### config.mk
export PLATFORM = sky130hd
export DESIGN_NAME = mesh_flood_duplicate_filter_flat
export DESIGN_NICKNAME = d
export VERILOG_FILES = /design/src/hw/rtl/mfdf_pkg.sv /design/src/hw/rtl/mfdf_in_if.sv /design/src/hw/rtl/mfdf_out_if.sv /design/src/hw/rtl/mfdf_cfg_if.sv /design/src/hw/rtl/mesh_flood_duplicate_filter.sv /design/src/flat_wrapper.sv
export SDC_FILE = /design/constraint.sdc
export NUM_CORES = 2
export LEC_CHECK = 0
export BUFFER_PORTS_ARGS = -buffer_cell sky130_fd_sc_hd__buf_2
export CAP_MARGIN = 10
export CORE_AREA = 2 2 565 567
export CTS_CLUSTER_DIAMETER = 50
export DETAILED_ROUTE_END_ITERATION = 16
export DIE_AREA = 0 0 567 569
export SYNTH_ARGS = -nofsm -noshare
export SYNTH_HDL_FRONTEND = slang
export SYNTH_SLANG_ARGS = --single-unit
### constraint.sdc
create_clock -name clk -period 8.8 [get_ports clk]
set_clock_uncertainty 0.15 [all_clocks]
set_input_delay 0.88 -clock clk [delete_from_list [all_inputs] [get_ports clk]]
set_output_delay 0.88 -clock clk [all_outputs]
set_load 0.01 [all_outputs]
### src/hw/rtl/mfdf_pkg.sv
// Package for the mesh flood duplicate filter.
// Holds field widths, configuration register indexes and reset values.
// No dependencies; every other file of the block imports it.
`timescale 1ns / 1ps

package mfdf_pkg;

    // Field widths of the mesh header and of the result word.
    localparam int NODE_W = 8;
    localparam int HOPS_W = 8;
    localparam int SEQ_W  = 8;
    localparam int TIME_W = 32;
    localparam int KEY_W  = NODE_W + SEQ_W;

    // Configuration port widths.
    localparam int CFG_INDEX_W = 8;
    localparam int CFG_DATA_W  = 32;

    // Configuration register indexes.
    localparam logic [CFG_INDEX_W-1:0] CFG_OWN_ADDRESS = 8'd0;
    localparam logic [CFG_INDEX_W-1:0] CFG_WINDOW_MS   = 8'd1;

    // Reset values of the configuration registers.
    localparam logic [NODE_W-1:0] OWN_ADDRESS_RESET = 8'd20;
    localparam logic [TIME_W-1:0] WINDOW_MS_RESET   = 32'd30000;

endpackage

### src/hw/rtl/mfdf_in_if.sv
// Input channel of the mesh flood duplicate filter: one received mesh header a word.
// Depends on mfdf_pkg for the field widths.
`timescale 1ns / 1ps

interface mfdf_in_if
    import mfdf_pkg::*;
();
    logic              valid;
    logic              ready;
    logic [NODE_W-1:0] source_node;
    logic [NODE_W-1:0] dest_node;
    logic [HOPS_W-1:0] hops_left;
    logic [SEQ_W-1:0]  seq_low;
    logic [TIME_W-1:0] now_ms;

    modport source (output valid, source_node, dest_node, hops_left, seq_low, now_ms,
                    input ready);
    modport sink (input valid, source_node, dest_node, hops_left, seq_low, now_ms,
                  output ready);
endinterface

### src/hw/rtl/mfdf_out_if.sv
// Result channel of the mesh flood duplicate filter: one forwarding decision a word.
// Depends on mfdf_pkg for the field widths.
`timescale 1ns / 1ps

interface mfdf_out_if
    import mfdf_pkg::*;
();
    logic              valid;
    logic              ready;
    logic              forward;
    logic              duplicate;
    logic [HOPS_W-1:0] next_hops;

    modport source (output valid, forward, duplicate, next_hops, input ready);
    modport sink (input valid, forward, duplicate, next_hops, output ready);
endinterface

### src/hw/rtl/mfdf_cfg_if.sv
// Configuration write channel of the mesh flood duplicate filter.
// Depends on mfdf_pkg for the index and data widths.
`timescale 1ns / 1ps

interface mfdf_cfg_if
    import mfdf_pkg::*;
();
    logic                   valid;
    logic                   ready;
    logic [CFG_INDEX_W-1:0] index;
    logic [CFG_DATA_W-1:0]  data;

    modport source (output valid, index, data, input ready);
    modport sink (input valid, index, data, output ready);
endinterface

### src/hw/rtl/mesh_flood_duplicate_filter.sv
// Top level of the mesh flood duplicate filter.
// Depends on mfdf_pkg and the interfaces mfdf_in_if, mfdf_out_if and mfdf_cfg_if.
`timescale 1ns / 1ps

// Each accepted header word forms the key {source_node, seq_low} and is checked
// against a ring of ENTRIES remembered keys and arrival times. The ring sits in a
// memory with a single read port that is walked one entry per cycle; one shared
// subtract and compare unit checks key equality and whether the entry's age (now_ms
// minus its time, modulo 2^32) is below window_ms. After a header is accepted the
// block walks the ring in ST_SCAN, then passes ST_LAST, and loads the result word in
// ST_DONE once the output register can take it; it takes no new header meanwhile.
// A result word waits in an output register, so the next header can be taken
// while it is still pending. When no recent match is found, the key and time are
// written to the next ring slot, replacing the oldest once the ring is full. Slots
// never written since reset do not match: a fill count marks which slots hold data,
// so no clearing pass is needed after reset.
// Configuration writes are taken in any cycle and are meant for idle periods.
module mesh_flood_duplicate_filter
    import mfdf_pkg::*;
#(
    parameter int ENTRIES = 64
)
(
    input  logic       clk,
    input  logic       rst_n,
    mfdf_in_if.sink    pkt,
    mfdf_out_if.source res,
    mfdf_cfg_if.sink   cfg
);

    localparam int ADDR_W = (ENTRIES > 1) ? $clog2(ENTRIES) : 1;
    localparam int FILL_W = ADDR_W + 1;
    localparam logic [ADDR_W-1:0] LAST_ADDR  = ADDR_W'(ENTRIES - 1);
    localparam logic [FILL_W-1:0] FILL_FULL  = FILL_W'(ENTRIES);

    typedef enum logic [3:0] {
        ST_IDLE = 4'b0001,
        ST_SCAN = 4'b0010,
        ST_LAST = 4'b0100,
        ST_DONE = 4'b1000
    } state_t;

    state_t state_reg, state_next;

    // Configuration registers.
    logic [NODE_W-1:0] own_address_reg;
    logic [TIME_W-1:0] window_ms_reg;

    // Latched header fields.
    logic [KEY_W-1:0]  key_reg;
    logic [NODE_W-1:0] dest_reg;
    logic [HOPS_W-1:0] hops_reg;
    logic [TIME_W-1:0] now_reg;

    // Scan control and ring bookkeeping.
    logic [ADDR_W-1:0] idx_reg;
    logic [ADDR_W-1:0] write_slot_reg;
    logic [FILL_W-1:0] fill_reg;
    logic              chk_live_reg;
    logic              dup_reg;

    // Ring memory and its registered read data.
    logic [KEY_W-1:0]  key_mem  [ENTRIES];
    logic [TIME_W-1:0] time_mem [ENTRIES];
    logic [KEY_W-1:0]  rd_key_reg;
    logic [TIME_W-1:0] rd_time_reg;

    // Output register.
    logic              out_valid_reg;
    logic              out_forward_reg;
    logic              out_duplicate_reg;
    logic [HOPS_W-1:0] out_next_hops_reg;

    logic              in_fire;
    logic              load_out;
    logic [TIME_W-1:0] age;
    logic              hit;
    logic              fwd;

    assign pkt.ready = (state_reg == ST_IDLE);
    assign in_fire   = pkt.valid && pkt.ready;
    assign cfg.ready = 1'b1;

    // Shared compare unit: one entry's key and age against the current header.
    assign age = now_reg - rd_time_reg;
    assign hit = chk_live_reg && (rd_key_reg == key_reg) && (age < window_ms_reg);

    // The result word is loaded once the scan is over and the output register is free.
    assign load_out = (state_reg == ST_DONE) && (!out_valid_reg || res.ready);
    assign fwd      = !dup_reg && (dest_reg != own_address_reg) && (hops_reg != '0);

    // Sequencer.
    always_comb
    begin
        state_next = state_reg;
        case (state_reg)
            ST_IDLE:
            begin
                if (in_fire)
                begin
                    state_next = ST_SCAN;
                end
            end
            ST_SCAN:
            begin
                if (idx_reg == LAST_ADDR)
                begin
                    state_next = ST_LAST;
                end
            end
            ST_LAST:
            begin
                state_next = ST_DONE;
            end
            ST_DONE:
            begin
                if (load_out)
                begin
                    state_next = ST_IDLE;
                end
            end
            default:
            begin
                state_next = ST_IDLE;
            end
        endcase
    end

    // Control registers.
    always_ff @(posedge clk or negedge rst_n)
    begin
        if (!rst_n)
        begin
            state_reg       <= ST_IDLE;
            own_address_reg <= OWN_ADDRESS_RESET;
            window_ms_reg   <= WINDOW_MS_RESET;
            idx_reg         <= '0;
            write_slot_reg  <= '0;
            fill_reg        <= '0;
            chk_live_reg    <= 1'b0;
            dup_reg         <= 1'b0;
            out_valid_reg   <= 1'b0;
        end
        else
        begin
            state_reg <= state_next;

            // Configuration writes; unknown indexes are ignored.
            if (cfg.valid)
            begin
                if (cfg.index == CFG_OWN_ADDRESS)
                begin
                    own_address_reg <= cfg.data[NODE_W-1:0];
                end
                else if (cfg.index == CFG_WINDOW_MS)
                begin
                    window_ms_reg <= cfg.data[TIME_W-1:0];
                end
            end

            // Scan address and the flag that the read data belongs to a filled slot.
            if (in_fire)
            begin
                idx_reg <= '0;
            end
            else if (state_reg == ST_SCAN)
            begin
                idx_reg <= idx_reg + 1'b1;
            end
            chk_live_reg <= (state_reg == ST_SCAN) && ({1'b0, idx_reg} < fill_reg);

            // Accumulate the duplicate verdict over the walk.
            if (in_fire)
            begin
                dup_reg <= 1'b0;
            end
            else if (hit)
            begin
                dup_reg <= 1'b1;
            end

            // Ring pointer and fill count advance when a new key is stored.
            if (load_out && !dup_reg)
            begin
                write_slot_reg <= (write_slot_reg == LAST_ADDR) ? '0 : write_slot_reg + 1'b1;
                if (fill_reg != FILL_FULL)
                begin
                    fill_reg <= fill_reg + 1'b1;
                end
            end

            // Output word handshake.
            if (load_out)
            begin
                out_valid_reg <= 1'b1;
            end
            else if (res.ready)
            begin
                out_valid_reg <= 1'b0;
            end
        end
    end

    // Header fields and result payload.
    always_ff @(posedge clk)
    begin
        if (in_fire)
        begin
            key_reg  <= {pkt.source_node, pkt.seq_low};
            dest_reg <= pkt.dest_node;
            hops_reg <= pkt.hops_left;
            now_reg  <= pkt.now_ms;
        end
        if (load_out)
        begin
            out_forward_reg   <= fwd;
            out_duplicate_reg <= dup_reg;
            out_next_hops_reg <= fwd ? hops_reg - 1'b1 : '0;
        end
    end

    // Ring memory: one read a cycle during the walk, one write when a key is stored.
    always_ff @(posedge clk)
    begin
        rd_key_reg  <= key_mem[idx_reg];
        rd_time_reg <= time_mem[idx_reg];
        if (load_out && !dup_reg)
        begin
            key_mem[write_slot_reg]  <= key_reg;
            time_mem[write_slot_reg] <= now_reg;
        end
    end

    assign res.valid     = out_valid_reg;
    assign res.forward   = out_forward_reg;
    assign res.duplicate = out_duplicate_reg;
    assign res.next_hops = out_next_hops_reg;

endmodule
### src/flat_wrapper.sv
// flat-port wrapper written by rule: the top's interface ports become plain ports
module mesh_flood_duplicate_filter_flat import mfdf_pkg::*;
#(
    parameter int ENTRIES = 64
)
  (clk, rst_n, pkt_valid, pkt_source_node, pkt_dest_node, pkt_hops_left, pkt_seq_low, pkt_now_ms, pkt_ready, res_valid, res_forward, res_duplicate, res_next_hops, res_ready, cfg_valid, cfg_index, cfg_data, cfg_ready);
  mfdf_in_if pkt_i ();
  mfdf_out_if res_i ();
  mfdf_cfg_if cfg_i ();
  input  logic clk;
  input  logic rst_n;
  input wire logic [$bits(pkt_i.valid)-1:0] pkt_valid;
  input wire logic [$bits(pkt_i.source_node)-1:0] pkt_source_node;
  input wire logic [$bits(pkt_i.dest_node)-1:0] pkt_dest_node;
  input wire logic [$bits(pkt_i.hops_left)-1:0] pkt_hops_left;
  input wire logic [$bits(pkt_i.seq_low)-1:0] pkt_seq_low;
  input wire logic [$bits(pkt_i.now_ms)-1:0] pkt_now_ms;
  output wire logic [$bits(pkt_i.ready)-1:0] pkt_ready;
  output wire logic [$bits(res_i.valid)-1:0] res_valid;
  output wire logic [$bits(res_i.forward)-1:0] res_forward;
  output wire logic [$bits(res_i.duplicate)-1:0] res_duplicate;
  output wire logic [$bits(res_i.next_hops)-1:0] res_next_hops;
  input wire logic [$bits(res_i.ready)-1:0] res_ready;
  input wire logic [$bits(cfg_i.valid)-1:0] cfg_valid;
  input wire logic [$bits(cfg_i.index)-1:0] cfg_index;
  input wire logic [$bits(cfg_i.data)-1:0] cfg_data;
  output wire logic [$bits(cfg_i.ready)-1:0] cfg_ready;
  assign pkt_i.valid = pkt_valid;
  assign pkt_i.source_node = pkt_source_node;
  assign pkt_i.dest_node = pkt_dest_node;
  assign pkt_i.hops_left = pkt_hops_left;
  assign pkt_i.seq_low = pkt_seq_low;
  assign pkt_i.now_ms = pkt_now_ms;
  assign pkt_ready = pkt_i.ready;
  assign res_valid = res_i.valid;
  assign res_forward = res_i.forward;
  assign res_duplicate = res_i.duplicate;
  assign res_next_hops = res_i.next_hops;
  assign res_i.ready = res_ready;
  assign cfg_i.valid = cfg_valid;
  assign cfg_i.index = cfg_index;
  assign cfg_i.data = cfg_data;
  assign cfg_ready = cfg_i.ready;
  mesh_flood_duplicate_filter #(.ENTRIES(ENTRIES)) u_core (.clk(clk), .rst_n(rst_n), .pkt(pkt_i), .res(res_i), .cfg(cfg_i));
endmodule
# Word-level counts from Yosys, hierarchy flattened
# Memories as Yosys holds them, arrays and structs flattened. A register that Yosys moved wholly into a read port is not among the register bits.
# Index checks and enable logic that the tools add are counted.
[op_classes]
n_reduce_logical = 20
n_eq_ne = 13
magnitude_cmp = 2
add_sub_neg = 5
bitwise_logic = 1
mux = 13
[op_table]
columns = ["op", "n"]
rows = [
  ["$lt 32x32->1", 1],
  ["$sub 32x32->32", 1],
  ["$mux 6", 3],
  ["$eq 16x16->1", 1],
  ["$pmux 4 s4", 1],
  ["$add 6x1->6 const B", 2],
  ["$eq 6x6->1 const B", 2],
  ["$mux 4", 3],
  ["$eq 8x1->1 const B", 1],
  ["$logic_and 1x1->1", 8],
  ["$logic_not 8->1", 1],
  ["$ne 8x8->1", 1],
  ["$reduce_bool 8->1", 1],
  ["$sub 8x1->8 const B", 1],
  ["$add 7x1->7 const B", 1],
  ["$lt 6x7->1", 1],
  ["$ne 7x7->1 const B", 1],
  ["$mux 1", 6],
  ["$reduce_and 3->1", 2],
  ["$reduce_bool 2->1", 3],
  ["$eq 4x1->1 const B", 1],
  ["$eq 4x2->1 const B", 1],
  ["$eq 4x3->1 const B", 1],
  ["$eq 4x4->1 const B", 1],
  ["6 further kinds", 9],
]
[word_totals]
regBits = 140
out_inout_bits = 13
ramBits = 3072
mem_count = 2
input_bits = 109
[mem_list]
columns = ["name", "depth", "width", "rd", "rd_clocked_by_memory_dff", "wr", "line", "source"]
rows = [
  ["u_core.time_mem", 64, 32, 1, 1, 1, "mesh_flood_duplicate_filter.sv:64", "logic [TIME_W-1:0] time_mem [ENTRIES];"],
  ["u_core.key_mem", 64, 16, 1, 1, 1, "mesh_flood_duplicate_filter.sv:63", "logic [KEY_W-1:0] key_mem [ENTRIES];"],
]

# Depth between registers and ports, before layout
[logic_depth]
word_depth = 6
depth_mapped = 19
depth_no_buf = 19

# Worst setup path before layout
# No wires, ideal clock.
[synth_timing]
path_kind = "in2reg"
from = "input port res_ready"
to = "memory u_core.key_mem[45][0] (netlist name) (enable)"
n_path_buf = 1
slack_ps = 4044
required_time_ps = 8196
t_arrival_ps = 4152
stages = 8
cell_sequence = "inv_1 -> nand2_1 -> nand3_1 -> nor2_1 -> nand2_1 -> or3_1 -> clkbuf_1 -> nor2_1"
[synth_between]
elab_chain_cells = 5
[synth_rtl]
columns = ["element", "line", "source"]
rows = [
  ["start: declaration", "flat_wrapper.sv:23", "input wire logic [$bits(res_i.ready)-1:0] res_ready;"],
  ["$logic_or 1x1->1", "mesh_flood_duplicate_filter.sv:89", "assign load_out = (state_reg == ST_DONE) && (!out_valid_reg || res.ready);"],
  ["$logic_and 1x1->1", "mesh_flood_duplicate_filter.sv:89", ""],
  ["$logic_and 1x1->1", "mesh_flood_duplicate_filter.sv:227", "if (load_out && !dup_reg)"],
  ["$mux 1", "mesh_flood_duplicate_filter.sv:227", ""],
  ["$mux 1 (not written as such)", "mesh_flood_duplicate_filter.sv:229", "key_mem[write_slot_reg] <= key_reg;"],
  ["end: declaration", "mesh_flood_duplicate_filter.sv:63", ""],
]
# Every way passes these cells.

# Worst setup path in the final report
[layout_timing]
from = "register u_core.now_reg[2]"
to = "register u_core.dup_reg"
[layout_between]
elab_chain_cells = 4
[layout_rtl]
columns = ["element", "line", "source"]
rows = [
  ["start: declaration", "mesh_flood_duplicate_filter.sv:53", "logic [TIME_W-1:0] now_reg;"],
  ["start signal: assignment", "mesh_flood_duplicate_filter.sv:212", "now_reg <= pkt.now_ms;"],
  ["$sub 32x32->32", "mesh_flood_duplicate_filter.sv:85", "assign age = now_reg - rd_time_reg;"],
  ["$lt 32x32->1", "mesh_flood_duplicate_filter.sv:86", "assign hit = chk_live_reg && (rd_key_reg == key_reg) && (age < window_ms_reg);"],
  ["$logic_and 1x1->1", "mesh_flood_duplicate_filter.sv:86", ""],
  ["$reduce_bool 2->1 (no line)", "--", ""],
  ["end signal: assignment", "mesh_flood_duplicate_filter.sv:141", "dup_reg <= 1'b0;"],
  ["end signal: assignment", "mesh_flood_duplicate_filter.sv:175", "dup_reg <= 1'b0;"],
  ["end signal: assignment", "mesh_flood_duplicate_filter.sv:179", "dup_reg <= 1'b1;"],
  ["end: declaration", "mesh_flood_duplicate_filter.sv:60", "logic dup_reg;"],
]
# Every way passes these cells.
# A chain may end at the register's enable or synchronous reset.

==> implementation parameters <==
Parameter                              Value

Yosys
  Post-synthesis cell area    126000 um^2
  Synthesized Nets    5751
  Post-Syn Instances    5568
  Fraction of the mapped netlist area in adder cells    0.739%
  Leading cell types by total area after synthesis    sky130_fd_sc_hd__edfxtp_1 (75%), sky130_fd_sc_hd__mux4_2 (16%), sky130_fd_sc_hd__dfrtp_1 (1.1%)
  Post-Synthesis Mean Instance Area    22.7 um^2
  Compound-gate portion of the synthesized area    1.82%
  Synth top area share    74.8%
  Main synth FF type    sky130_fd_sc_hd__edfxtp_1
  Fraction of registers with async set or reset after synthesis    2.02%
  Simple-gate share of the synthesized area    1.42%
  Proportion of synthesized area in mux cells    17.3%
  Number of warnings issued by yosys    0
  Share of the synthesized netlist area taken by xor and xnor gates    0.499%
  Combinational family with the most area after synthesis    multiplexers
  Post-synthesis sequential element count    3260
  Cell accounting for the most synthesized area    sky130_fd_sc_hd__edfxtp_1
  Number of enable flip-flop cells after synthesis    3146
  Library cells used by synthesis    70
  Sequential-to-total area share from yosys stat    76.9%

Outcome
  Result of the run    complete, no violations

Timing
  Setup violators final    0
  Worst Tran Pin Value    1.28 ns
  Headroom to the max-slew limit    14.6%
  Max-slew violation count    0
  RSZ-0062 raised after global routing    no
  Hold Fails Final Rpt    0
  Achievable frequency    196 MHz
  Fin crit share    58.1%
  Setup TNS    0 ns
  Period minus WS final    5.11 ns

Clock network
  Latest clock arrival within the worst-skew pair    0.95 ns
  Clock transition at the registers of the reported paths    0.06 ns
  H-tree Lvls    5
  Total clock sinks    3260
  CTS tree    yes
  Post-CTS Setup Repair Bufs    0
  Clock buffer count from CTS    366
  Number of buffers inserted for hold repair after clock tree synthesis    76
  Master cell of the clock root buffer    sky130_fd_sc_hd__clkbuf_16
  PostCTS Resize Cnt    0
  Clock tree buffer depth    4

Detailed routing
  Detail Route met2 WL    165000 um
  Met1 WL    140000 um
  Routed vias/inst    5.80
  Average routed wire per standard cell    32.2 um
  Total via count in the routed design    61.1k
  Post-route DRC violation count    0
  Met3 Wirelength    26000 um
  Antenna-violating nets left    0
  Initial DRC Count    8249
  First drt pass iteration count    6
  Total Wirelength    339000 um
  Uppermost layer routed    met5

Critical path
  Critical path, cell by cell    buf_4, ha_1, a21o_1, a221oi_1, o21ai_1, o2111a_1, a211oi_1, o41ai_1, xor2_1, ha_1, nand2_1, nor3_1, nand2_1, a2111oi_0, nor3_1
  Crit-path max cell delay    0.56 ns
  Startpoint type of the worst setup path    flop
  Worst R2R Path Depth    15
  Slowest stage cell on the critical path    sky130_fd_sc_hd__a221oi_1
  Worst-path maximum fanout    65
  Critical Path Sink Type    flop
  Worst Path Arrival    5.73 ns
  Required @ worst endpoint    9.42 ns
  Critical path type    reg -> reg

GRT
  Vias in the first global route    62.0k
  Aggregate global-route resource usage    20.8%
  Overflow left after global routing    0
  Wire length of the first global-routing pass    478000 um
  Pin count of the biggest net entering global routing    123
  Number of antenna violations at the first check in global routing    18

Power
  LEAKAGE    45.2 nW
  Worst vdd rail ir drop    0.250 mV
  Total power density per cell area    304 nW/um^2

Final layout
  Number of flip-flops in the largest register    2048
  Fraction of final layout cells sized beyond drive strength 1    29.9%
  Net total in the final layout    6225
  Biggest registers after layout    u_core.time_mem x2048, u_core.key_mem x1024
  Post-Route Utilization    46.0%
  Largest register by flop count    u_core.time_mem
  Area growth from synthesis to layout    15.4%

Min path
  Number of instances on the worst hold path    2
  Worst hold path type    in -> reg

Placement
  Port buffer count    120
  Gp weighted congestion    0.812
  Total half-perimeter wirelength after legalization and detailed placement    189000 um

Floorplanning
  Top Ports    122
  Die extent in y    569 um
  Initial Util    39.9%
  Die ar.    323000 um^2
  Rows    207
  Core Footprint    317000 um^2
  Chip Width    567 um

Run
  Number of max-capacitance violations reported    0
## path summary, 6_finish.rpt
| check | slack, ns | startpoint | to |
|---|---|---|---|
| worst max-delay path | 3.69 | u_core.now_reg[2] | u_core.dup_reg |
| worst max register to register | 3.69 | u_core.now_reg[2] | u_core.dup_reg |
| min in group asynchronous | 0.45 | rst_n | u_core.fill_reg[3] |
| worst min register to register | 0.36 | u_core.window_ms_reg[7] | u_core.window_ms_reg[7] |
| max in group asynchronous | 7.40 | rst_n | u_core.idx_reg[0] |
| worst min-delay path | 0.07 | cfg_data[3] | u_core.own_address_reg[3] |
## layout make-up
| class | count | area (um^2) |
|---|---|---|
| Antenna cell | 10 | 25.0 |
| Clock buffer | 447 | 9730 |
| Clock inverter | 219 | 2350 |
| Fill cell | 25900 | 171000 |
| Inverter | 88 | 330 |
| Multi-Input combinational cell | 1939 | 28000 |
| Sequential cell | 3260 | 97100 |
| Tap cell | 4180 | 5230 |
| Timing Repair Buffer | 387 | 2960 |
## cell usage in the layout, fill, tap and decap left out, types with 62 or more instances in the layout
cell / synthesis / routed
sky130_fd_sc_hd__edfxtp_1: 3146 / 3146
sky130_fd_sc_hd__dlygate4sd3_1: 0 / 76
sky130_fd_sc_hd__ha_1: 73 / 73
sky130_fd_sc_hd__buf_2: 92 / 119
sky130_fd_sc_hd__mux4_2: 885 / 885
sky130_fd_sc_hd__mux2_2: 70 / 70
sky130_fd_sc_hd__a211oi_1: 93 / 93
sky130_fd_sc_hd__a21oi_1: 125 / 125
sky130_fd_sc_hd__mux2i_1: 116 / 116
sky130_fd_sc_hd__clkbuf_16: 0 / 373
sky130_fd_sc_hd__nand2_1: 65 / 65
sky130_fd_sc_hd__inv_1: 87 / 87
sky130_fd_sc_hd__clkinv_1: 1 / 63
sky130_fd_sc_hd__buf_4: 36 / 179
sky130_fd_sc_hd__clkbuf_1: 117 / 62
sky130_fd_sc_hd__nor2_4: 0 / 64
sky130_fd_sc_hd__nor2b_1: 83 / 83
## metrics by stage
step / cells / total power [W] / instance area, um^2 / setup WS [ns] / hold WS, ns
final: 10500 / 0.0443 / 146000 / 3.69 / 0.0676
after global routing: 10500 / 0.0459 / 146000 / 3.43 / 0.0285
after CTS: 10500 / 0.0447 / 146000 / 3.73 / 0.0000782
after detailed placement: 9778 / 0.0295 / 133000 / 3.45 / 0.348
after global placement: 9776 / 0.0295 / 133000 / 3.52 / 0.335
after floorplan: 5568 / 0.0258 / 126000 / 4.04 / 0.317
## cells by family (layout without fill, tap and decap cells)
logic type / count (synthesis) / count (layout)
compound gates: 362 / 362
xor+xnor: 72 / 72
fa+ha+maj: 74 / 74
buf+inv: 369 / 1141
flops: 3260 / 3260
mux: 1071 / 1071
other cells: 1 / 11
simple gates: 359 / 359
## metal layers
metal,up-vias,track usage [%]
met1,33400,29.3
met3,453,3.38
li1,24500,-
met4,4,5.40
met5,-,0
met2,2674,33.8
## Yosys cell counts (16+ instances only)
cell type / instances
sky130_fd_sc_hd__edfxtp_1: 3146
sky130_fd_sc_hd__buf_1: 31
sky130_fd_sc_hd__nand3_1: 18
sky130_fd_sc_hd__clkbuf_1: 117
sky130_fd_sc_hd__buf_2: 92
sky130_fd_sc_hd__a21o_1: 20
sky130_fd_sc_hd__ha_1: 73
sky130_fd_sc_hd__dfxtp_1: 48
sky130_fd_sc_hd__nor3_1: 18
sky130_fd_sc_hd__nand4_1: 16
sky130_fd_sc_hd__xor2_1: 31
sky130_fd_sc_hd__o21ai_0: 43
sky130_fd_sc_hd__nor2b_1: 83
sky130_fd_sc_hd__o21ai_1: 19
sky130_fd_sc_hd__buf_4: 36
sky130_fd_sc_hd__a211oi_1: 93
sky130_fd_sc_hd__xnor2_1: 41
sky130_fd_sc_hd__mux2i_1: 116
sky130_fd_sc_hd__dfrtp_1: 56
sky130_fd_sc_hd__nor2_1: 110
sky130_fd_sc_hd__mux2_2: 70
sky130_fd_sc_hd__mux4_2: 885
sky130_fd_sc_hd__inv_1: 87
sky130_fd_sc_hd__a21oi_1: 125
sky130_fd_sc_hd__nand2_1: 65
## critical path, delay by kind of cell (launching register included)
family,cells,cell delay (ns)
fa+ha+maj,2,0.74
compound gates,7,2.46
simple gates,4,0.51
xor+xnor,1,0.18
buf+inv,1,0.54
flops,1,0.32
## power breakdown
| group | switching (W) | internal, W | leakage [nW] |
|---|---|---|---|
| Sequential | 0.000268 | 0.0177 | 29.5 |
| Combinational | 0.00634 | 0.00482 | 9.80 |
| Clock | 0.00627 | 0.00894 | 5.84 |
| Total | 0.0129 | 0.0315 | 45.2 |
Note: power is estimated with default switching activity, not from simulation.
